**config.mk**
```make
export PLATFORM = sky130hd
export DESIGN_NAME = sha256_stream_hasher
export DESIGN_NICKNAME = d
export VERILOG_FILES = /design/src/sha_pkg.sv /design/src/sha_datapath.sv /design/src/sha_control.sv /design/src/sha256_stream_hasher.sv
export SDC_FILE = /design/constraint.sdc
export NUM_CORES = 2
export LEC_CHECK = 0
export BUFFER_PORTS_ARGS = -buffer_cell sky130_fd_sc_hd__buf_2
export CAP_MARGIN = 15
export CORE_UTILIZATION = 60
export DETAILED_ROUTE_END_ITERATION = 10
export PLACE_DENSITY = 0.76
export SLEW_MARGIN = 20
export SYNTH_ARGS = -nofsm -noshare
export SYNTH_HDL_FRONTEND = slang
export SYNTH_SLANG_ARGS = --single-unit
```
**constraint.sdc**
```tcl
create_clock -name clk -period 48.9 [get_ports clk]
set_input_delay 4.89 -clock clk [delete_from_list [all_inputs] [get_ports clk]]
set_output_delay 4.89 -clock clk [all_outputs]
set_load 0.005 [all_outputs]
```
**src/sha_pkg.sv**
```systemverilog
`default_nettype none
package sha_pkg;

  typedef enum logic [2:0] {
    ST_IDLE,
    ST_LOAD,
    ST_ROUND,
    ST_FOLD,
    ST_PAD,
    ST_LEN,
    ST_OUT
  } sha_state_t;

  typedef struct packed {
    logic       clear_all;
    logic       put_byte;
    logic       pad_start;
    logic       len_fill;
    logic       zero_block;
    logic       load;
    logic       round;
    logic       fold;
    logic       out_step;
  } sha_cmd_t;

  typedef struct packed {
    logic       block_full;
    logic       pad_two;
    logic       round_done;
    logic       out_last;
  } sha_status_t;

  localparam logic [31:0] INIT_HASH [8] = '{
    32'h6a09e667, 32'hbb67ae85, 32'h3c6ef372, 32'ha54ff53a,
    32'h510e527f, 32'h9b05688c, 32'h1f83d9ab, 32'h5be0cd19
  };

  localparam logic [31:0] ROUND_K [64] = '{
    32'h428a2f98, 32'h71374491, 32'hb5c0fbcf, 32'he9b5dba5,
    32'h3956c25b, 32'h59f111f1, 32'h923f82a4, 32'hab1c5ed5,
    32'hd807aa98, 32'h12835b01, 32'h243185be, 32'h550c7dc3,
    32'h72be5d74, 32'h80deb1fe, 32'h9bdc06a7, 32'hc19bf174,
    32'he49b69c1, 32'hefbe4786, 32'h0fc19dc6, 32'h240ca1cc,
    32'h2de92c6f, 32'h4a7484aa, 32'h5cb0a9dc, 32'h76f988da,
    32'h983e5152, 32'ha831c66d, 32'hb00327c8, 32'hbf597fc7,
    32'hc6e00bf3, 32'hd5a79147, 32'h06ca6351, 32'h14292967,
    32'h27b70a85, 32'h2e1b2138, 32'h4d2c6dfc, 32'h53380d13,
    32'h650a7354, 32'h766a0abb, 32'h81c2c92e, 32'h92722c85,
    32'ha2bfe8a1, 32'ha81a664b, 32'hc24b8b70, 32'hc76c51a3,
    32'hd192e819, 32'hd6990624, 32'hf40e3585, 32'h106aa070,
    32'h19a4c116, 32'h1e376c08, 32'h2748774c, 32'h34b0bcb5,
    32'h391c0cb3, 32'h4ed8aa4a, 32'h5b9cca4f, 32'h682e6ff3,
    32'h748f82ee, 32'h78a5636f, 32'h84c87814, 32'h8cc70208,
    32'h90befffa, 32'ha4506ceb, 32'hbef9a3f7, 32'hc67178f2
  };

  localparam logic [7:0] PAD_BYTE = 8'h80;

  function automatic logic [31:0] ror(input logic [31:0] v, input int k);
    ror = (v >> k) | (v << (32 - k));
  endfunction

endpackage
`default_nettype wire

```
**src/sha_datapath.sv**
```systemverilog
`default_nettype none
module sha_datapath (
  input  wire logic                clk,
  input  wire logic                rst,
  input  wire sha_pkg::sha_cmd_t   cmd,
  input  wire logic [7:0]          data_byte,
  output sha_pkg::sha_status_t     status,
  output logic [31:0]              digest_word,
  output logic [2:0]               word_index
);
  import sha_pkg::*;

  // block buffer as 16 big-endian words, byte 0 in the top lane of word 0
  logic [31:0] blk [16];
  logic [31:0] pad_word [16];
  logic [60:0] count;
  logic [31:0] hv [8];
  logic [31:0] w [16];
  logic [31:0] rv [8];
  logic [5:0]  rnd;
  logic [2:0]  oidx;
  logic        pad_two;

  logic [31:0] wt, t1, t2, s0, s1, w_new;
  logic [5:0]  pos;
  logic [63:0] bits;

  assign pos  = count[5:0];
  assign bits = {count, 3'b000};

  always_comb begin
    s0    = ror(w[1], 7) ^ ror(w[1], 18) ^ (w[1] >> 3);
    s1    = ror(w[14], 17) ^ ror(w[14], 19) ^ (w[14] >> 10);
    w_new = w[0] + s0 + w[9] + s1;
    wt    = (rnd < 6'd16) ? w[0] : w_new;
    t1 = rv[7] + (ror(rv[4], 6) ^ ror(rv[4], 11) ^ ror(rv[4], 25)) +
         ((rv[4] & rv[5]) ^ (~rv[4] & rv[6])) + ROUND_K[rnd] + wt;
    t2 = (ror(rv[0], 2) ^ ror(rv[0], 13) ^ ror(rv[0], 22)) +
         ((rv[0] & rv[1]) ^ (rv[0] & rv[2]) ^ (rv[1] & rv[2]));
  end

  // 0x80 at the fill position, zeros after it
  always_comb begin
    for (int j = 0; j < 16; j++) begin
      pad_word[j] = blk[j];
      for (int b = 0; b < 4; b++) begin
        if (6'(4*j + b) == pos) pad_word[j][31-8*b -: 8] = PAD_BYTE;
        else if (6'(4*j + b) > pos) pad_word[j][31-8*b -: 8] = 8'h00;
      end
    end
  end

  // window holds w[t-16..t-1] from round 16 on; the first 16 rounds just rotate loaded words
  always_ff @(posedge clk) begin
    if (cmd.put_byte) begin
      blk[pos[5:2]][{~pos[1:0], 3'b000} +: 8] <= data_byte;
    end
    if (cmd.pad_start) begin
      for (int j = 0; j < 16; j++) blk[j] <= pad_word[j];
    end
    if (cmd.zero_block) begin
      for (int j = 0; j < 16; j++) blk[j] <= 32'h0;
    end
    if (cmd.len_fill) begin
      blk[14] <= bits[63:32];
      blk[15] <= bits[31:0];
    end
    if (cmd.load) begin
      for (int j = 0; j < 16; j++) w[j] <= blk[j];
      for (int j = 0; j < 8; j++) rv[j] <= hv[j];
    end
    if (cmd.round) begin
      for (int j = 0; j < 15; j++) w[j] <= w[j+1];
      w[15] <= wt;
      rv[7] <= rv[6]; rv[6] <= rv[5]; rv[5] <= rv[4]; rv[4] <= rv[3] + t1;
      rv[3] <= rv[2]; rv[2] <= rv[1]; rv[1] <= rv[0]; rv[0] <= t1 + t2;
    end
  end

  always_ff @(posedge clk) begin
    if (rst || cmd.clear_all) begin
      for (int j = 0; j < 8; j++) hv[j] <= INIT_HASH[j];
      count   <= '0;
      rnd     <= '0;
      oidx    <= '0;
      pad_two <= 1'b0;
    end else begin
      if (cmd.put_byte) count <= count + 61'd1;
      if (cmd.pad_start) pad_two <= (pos >= 6'd56);
      if (cmd.len_fill || cmd.zero_block) pad_two <= 1'b0;
      if (cmd.round) rnd <= rnd + 6'd1;
      if (cmd.fold) begin
        for (int j = 0; j < 8; j++) hv[j] <= hv[j] + rv[j];
      end
      if (cmd.out_step) oidx <= oidx + 3'd1;
    end
  end

  assign status.block_full = (pos == 6'd63);
  assign status.pad_two    = pad_two;
  assign status.round_done = (rnd == 6'd63);
  assign status.out_last   = (oidx == 3'd7);
  assign digest_word = hv[oidx];
  assign word_index  = oidx;
endmodule
`default_nettype wire

```
**src/sha_control.sv**
```systemverilog
`default_nettype none
module sha_control (
  input  wire logic                clk,
  input  wire logic                rst,
  input  wire logic                in_valid,
  input  wire logic                byte_present,
  input  wire logic                last_byte,
  input  wire logic                out_ready,
  input  wire sha_pkg::sha_status_t status,
  output logic                     in_ready,
  output logic                     out_valid,
  output sha_pkg::sha_cmd_t        cmd
);
  import sha_pkg::*;

  sha_state_t state, state_next;
  logic       final_pend, final_pend_next;
  logic       padded, padded_next;

  always_ff @(posedge clk) begin
    if (rst) begin
      state      <= ST_IDLE;
      final_pend <= 1'b0;
      padded     <= 1'b0;
    end else begin
      state      <= state_next;
      final_pend <= final_pend_next;
      padded     <= padded_next;
    end
  end

  always_comb begin
    state_next      = state;
    final_pend_next = final_pend;
    padded_next     = padded;
    cmd             = '0;
    in_ready        = 1'b0;
    out_valid       = 1'b0;
    case (state)
      ST_IDLE: begin
        in_ready = 1'b1;
        if (in_valid) begin
          cmd.put_byte = byte_present;
          if (byte_present && status.block_full) begin
            final_pend_next = last_byte;
            state_next      = ST_LOAD;
          end else if (last_byte) begin
            final_pend_next = 1'b1;
            state_next      = ST_PAD;
          end
        end
      end
      ST_PAD: begin
        cmd.pad_start = 1'b1;
        padded_next   = 1'b1;
        state_next    = ST_LEN;
      end
      ST_LEN: begin
        // no room for the length when the pad marker sits past byte 55
        if (!status.pad_two) cmd.len_fill = 1'b1;
        state_next = ST_LOAD;
      end
      ST_LOAD: begin
        cmd.load   = 1'b1;
        state_next = ST_ROUND;
      end
      ST_ROUND: begin
        cmd.round = 1'b1;
        if (status.round_done) state_next = ST_FOLD;
      end
      ST_FOLD: begin
        cmd.fold = 1'b1;
        if (!final_pend) begin
          state_next = ST_IDLE;
        end else if (!padded) begin
          state_next = ST_PAD;
        end else if (status.pad_two) begin
          cmd.zero_block = 1'b1;
          state_next     = ST_LEN;
        end else begin
          state_next = ST_OUT;
        end
      end
      ST_OUT: begin
        out_valid = 1'b1;
        if (out_ready) begin
          cmd.out_step = 1'b1;
          if (status.out_last) begin
            cmd.clear_all   = 1'b1;
            final_pend_next = 1'b0;
            padded_next     = 1'b0;
            state_next      = ST_IDLE;
          end
        end
      end
      default: state_next = ST_IDLE;
    endcase
  end
endmodule
`default_nettype wire

```
**src/sha256_stream_hasher.sv**
```systemverilog
`default_nettype none
// SHA-256 over a byte stream. One byte is taken per cycle while a block
// fills; each full 64-byte block then passes through load, 64 rounds of
// the single round unit and fold, during which input is held off. A last
// item adds padding setup (and a second length step when the padding spills
// into a second block) plus one or two compressions, after which the eight
// digest words leave most significant first, one per accepted output cycle,
// and the hasher returns to its initial state.
module sha256_stream_hasher (
  input  wire logic        clk,
  input  wire logic        rst,
  input  wire logic        s_tvalid,
  output logic             s_tready,
  input  wire logic [7:0]  s_tdata,   // [7:0] data_byte
  input  wire logic        s_tuser,   // byte_present
  input  wire logic        s_tlast,   // last_byte
  output logic             m_tvalid,
  input  wire logic        m_tready,
  output logic [39:0]      m_tdata,   // [31:0] digest_word, [34:32] word_index, zero pad
  output logic             m_tlast    // last_word
);
  import sha_pkg::*;

  sha_cmd_t    cmd;
  sha_status_t status;
  logic [31:0] digest_word;
  logic [2:0]  word_index;

  sha_control u_ctrl (
    .clk(clk), .rst(rst), .in_valid(s_tvalid), .byte_present(s_tuser),
    .last_byte(s_tlast), .out_ready(m_tready), .status(status),
    .in_ready(s_tready), .out_valid(m_tvalid), .cmd(cmd)
  );

  sha_datapath u_dp (
    .clk(clk), .rst(rst), .cmd(cmd), .data_byte(s_tdata), .status(status),
    .digest_word(digest_word), .word_index(word_index)
  );

  assign m_tdata = {5'b0, word_index, digest_word};
  assign m_tlast = (word_index == 3'd7);
endmodule
`default_nettype wire

```
# Yosys cells after proc, flatten, opt, wreduce, memory -nomap -nowiden
# Memory sizes are Yosys's and may differ from the RTL's. A register that Yosys moved wholly into a read port is not among the register bits.
# Cells that the tools add are included.
# totals
input_bits	14
ramBits	1536
latchBits	0
register_bits	76
romBits	2048
mem_count	5
# classes
n_lt_le_gt_ge	67
eq_ne	77
multipliers	0
muxes	239
bitwise_logic	79
reduce_logical	12
add_sub_neg	22
n_shift	2
div_mod_pow	0
# mem_list
name	depth	word_bits	read_ports	rd_clocked_by_memory_dff	write_ports	line_no	source
(no name shown)	64	32	1	0	0	sha_datapath.sv:37	((rv[4] & rv[5]) ^ (~rv[4] & rv[6])) + ROUND_K[rnd] + wt;
u_dp.blk	16	32	16	0	16	sha_datapath.sv:14	logic [31:0] blk [16];
u_dp.w	16	32	16	0	16	sha_datapath.sv:18	logic [31:0] w [16];
u_dp.hv	8	32	9	1	8	sha_datapath.sv:17	logic [31:0] hv [8];
u_dp.rv	8	32	8	0	8	sha_datapath.sv:19	logic [31:0] rv [8];
# ops
operator	count
2-to-1 mux 32 bit	56
2-to-1 mux 8 bit	128
adder 32 bit	18
XOR 32 bit	9
== test 6 bit, first input constant	32
greater-than comparator 6 bit, first input constant	32
AND 32 bit	5
== test 5 x 6 -> 1 bit, first input constant	16
greater-than comparator 5 x 6 -> 1 bit, first input constant	16
adder 61 x 1 -> 61 bit, second input constant	1
OR 1 bit	50
== test 4 x 6 -> 1 bit, first input constant	8
greater-than comparator 4 x 6 -> 1 bit, first input constant	8
2-to-1 mux 1 bit	40
NOT 32 bit	1
OR 10 x 32 -> 32 bit	1
OR 13 x 32 -> 32 bit	1
OR 14 x 32 -> 32 bit	1
OR 15 x 32 -> 32 bit	1
OR 19 x 32 -> 32 bit	1
OR 21 x 32 -> 32 bit	1
OR 25 x 32 -> 32 bit	1
OR 26 x 32 -> 32 bit	1
OR 30 x 32 -> 32 bit	1
39 further kinds	69

# Longest topological paths before layout
# An unclocked memory read counts as a cell.
# depth
depth_word	11
depth_mapped	41
mapped_depth_nobuf	40

# By module
# Synthesis repeated with hierarchy kept, for this count alone.
# hier_totals
cells_unflattened	8732
area_unflattened_um2	94031.4
# by_module_without_submodules
mod	area_each_um2	cells_each	seq_area_each_um2	n_inst
sha_datapath	93588.5	8676	44692.9	1
sha_control	395.4	49	100.1	1
sha256_stream_hasher	47.5	7	0.0	1

# Worst setup path before layout
# OpenSTA, ideal clock, no wires.
# synth_path
path_kind	register -> register
start	register u_ctrl.state[0]
end	memory u_dp.rv[0][0] (enable)
t_required_ps	43585
arrival_time_ps	14278
setup_time_ps	5315
path_buffers	5
period_less_slack_ps	19593
path_stages_with_launch	8
slack_ps	29307
cell_sequence	dfxtp_1 > clkbuf_1 > or3_1 > clkbuf_1 > clkbuf_1 > clkbuf_1 > clkbuf_1 > nand2_1
# synth_rtl
item	line_no	source
start, declared	sha_control.sv:16	sha_state_t state, state_next;
start signal, assigned	sha_control.sv:26	state <= state_next;
end, declared	sha_datapath.sv:19	

==> impl_metrics.ini <==
[sta]
worst_slew_pin_slew_ps = 1210
maxSlewViolCount = 0
fin_crit_ps = 11300
fmax_ghz = 0.0885
period_share = 0.231
setup_viol = 0
finalHoldViolations = 0
fin_skew_ps = 88.9
setup-tns-final_ps = 0
slew_headroom = 0.191
rsz0062_at_grt = no

[synth]
syn_inst = 9867
yosys_warnings = 0
synthFlopType = edfxtp_1
synth_edf_count = 1245
netlist_area_um2 = 94000
avgSynthCellArea_um2 = 9.53
yosys.cell_types.count = 93
synthArstFlopShare = 0
synth-seq-area-share = 0.476
ys_ff_latch = 1615

[worst_setup_path]
crit_buf_inv = 5
r2r-end = u_dp.rv[0][29]
r2r.worst_path.cells = 36
startpoint = u_dp.rnd[0]
r2r-start = u_dp.rnd[0]
crit_end = u_dp.rv[0][29]
required_ps = 49440
setup.worst_path.class = reg2reg
crit_fanout = 14
crit_top_cell = fa_1
endpoint_kind = flop
arrival_ps = 11840
cp.depth = 36
cpPeakStageDelay_ps = 920
reg2reg_slack_ps = 37600
cp_top_family = compound AO/OA/AOI/OAI gates
cp-start-kind = flop
critPathSlowestCell = ha_1

[cts]
cts_tree = yes
cts_sinks = 1615
insertion_delay_ps = 860
ctsResizeCount = 0
clk_pin_slew_ps = 70
cts_root_buffer = clkbuf_16
cts-hold-fix-buffers = 0
clockBufferDepth = 3
cts_setup_buffers = 0
cts-buffers-inserted = 169
cts-htree-levels = 4

[layout]
final_common_cell = nand2_1
num-fill-cells = 12300
fin_area_um2 = 102000
mostFrequentLayoutCells = nand2_1 (2657), edfxtp_1 (1245), nor2_1 (709), a21oi_1 (552), o21ai_0 (476)
drive_gt1_frac = 0.0622
final_nets = 10300
area_growth_pct = 8.19

[route]
routed_wirelength_um = 321000
vias_per_cell = 6.34
postRouteAntennaNets = 0
firstDrtPassIters = 6
wl_per_cell_um = 27.0
drc = 0
num_vias = 75400
drtIter0Drc = 8950

[floorplan]
die_width_um = 398
die_h_um = 398
rows = 144
io_pins = 57
initial_core_util = 0.607
die_area_um2 = 158000
core-area_um2 = 155000

[worst_hold_path]
hp-class = reg2reg
holdCritStartpoint = u_dp.blk[1][19]

[global_routing]
grt_pass1_wl_um = 470000
gr-total-overflow = 0
track_usage = 0.402
grt_antenna_before_repair = 12
grt_pass1_vias = 72000
grt_max_degree = 182

[status]
outcome = finished clean

[placed_design]
place_hpwl_um = 236000
dpl-instance-area_um2 = 96000
place_congestion = 1.07
portBuffers = 51

[flow_run]
timing.max_cap.violations = 0
==> metal layers <==
metal / GRT usage / wire length, um / up-vias
met2: 0.636 / 148000 / 4222
met5: 0 / 51 / -
met1: 0.496 / 118000 / 36500
li1: - / - / 33700
met3: 0.0766 / 29300 / 989
met4: 0.284 / 26800 / 8
==> metrics by stage <==
stage	worst slack (ps)	utilization	hold WS, ps	cells
after global placement	37760	0.620	434	11600
after global routing	37040	0.657	469	11900
after detailed placement	37810	0.620	442	11600
after floorplan	29310	-	425	9871
after CTS	37770	0.657	446	11900
final	37600	0.657	454	11900
==> flip-flops by register name, indices dropped and copies added, names as in the netlist, 3 cells and up, named ones only <==
name	cells
u_ctrl.state	3
u_dp.rnd	6
u_dp.blk	512
u_dp.rv	256
u_dp.word_index	3
u_dp.hv	256
u_dp.count	61
u_dp.w	512
==> worst register-to-register path, delay by kind of cell, from the launching register on <==
kind / cells / cell delay [ps]
buffers and inverters: 5 / 1170
AO/OA/AOI/OAI: 16 / 4330
XOR/XNOR: 2 / 350
flip-flops: 1 / 340
AND/OR/NAND/NOR: 6 / 920
adder cells (fa/ha/maj): 7 / 3890
==> cells by family (layout without fill, tap and decap cells) <==
group | count (synthesis) | after routing | share of synthesized area
AO/OA/AOI/OAI | 1771 | 1771 | 0.116
adder cells (fa/ha/maj) | 613 | 613 | 0.0966
buffers and inverters | 913 | 885 | 0.0367
AND/OR/NAND/NOR | 4086 | 4086 | 0.180
multiplexers | 257 | 257 | 0.0369
other | 1 | 11 | 0.0000399
XOR/XNOR | 611 | 611 | 0.0570
flip-flops | 1615 | 1615 | 0.476
==> how the worst min path moves through the flow <==
stage,end,slack [ps],cells past startpoint
floorplan,u_dp.blk[0][17],420,2
global placement,u_dp.blk[1][17],430,2
detailed placement,u_dp.blk[1][19],440,2
CTS,u_dp.w[2][7],450,2
global route,u_dp.blk[1][19],470,2
finish,u_dp.blk[1][19],450,2
==> synth_stat cells (195+ instances only) <==
cell type | number | area (um^2)
inv_1 | 405 | 1520
edfxtp_1 | 1245 | 37400
a21o_1 | 214 | 1610
dfxtp_1 | 370 | 7410
xor2_1 | 228 | 2000
clkbuf_1 | 440 | 1650
a21oi_1 | 554 | 2770
o21ai_0 | 479 | 2400
xnor2_1 | 382 | 3350
nand2_1 | 2660 | 9980
ha_1 | 399 | 4990
nor2_1 | 714 | 2680
fa_1 | 195 | 3900
==> final cells by class <==
class                   count  area [um^2]  area share
diodes                      6         15.0    0.000148
inverters                 406         1520      0.0150
flip-flops and latches   1615        44800       0.441
multi-input cells        7343        45900       0.451
clock buffers             232         4660      0.0458
well taps                2044         2560      0.0251
repair buffers            167         1190      0.0117
clock inverters            80         1050      0.0103
Power is left out: the tool's default activity adds up to more than one toggle a clock period on the data nets, which glitch-free logic cannot reach.
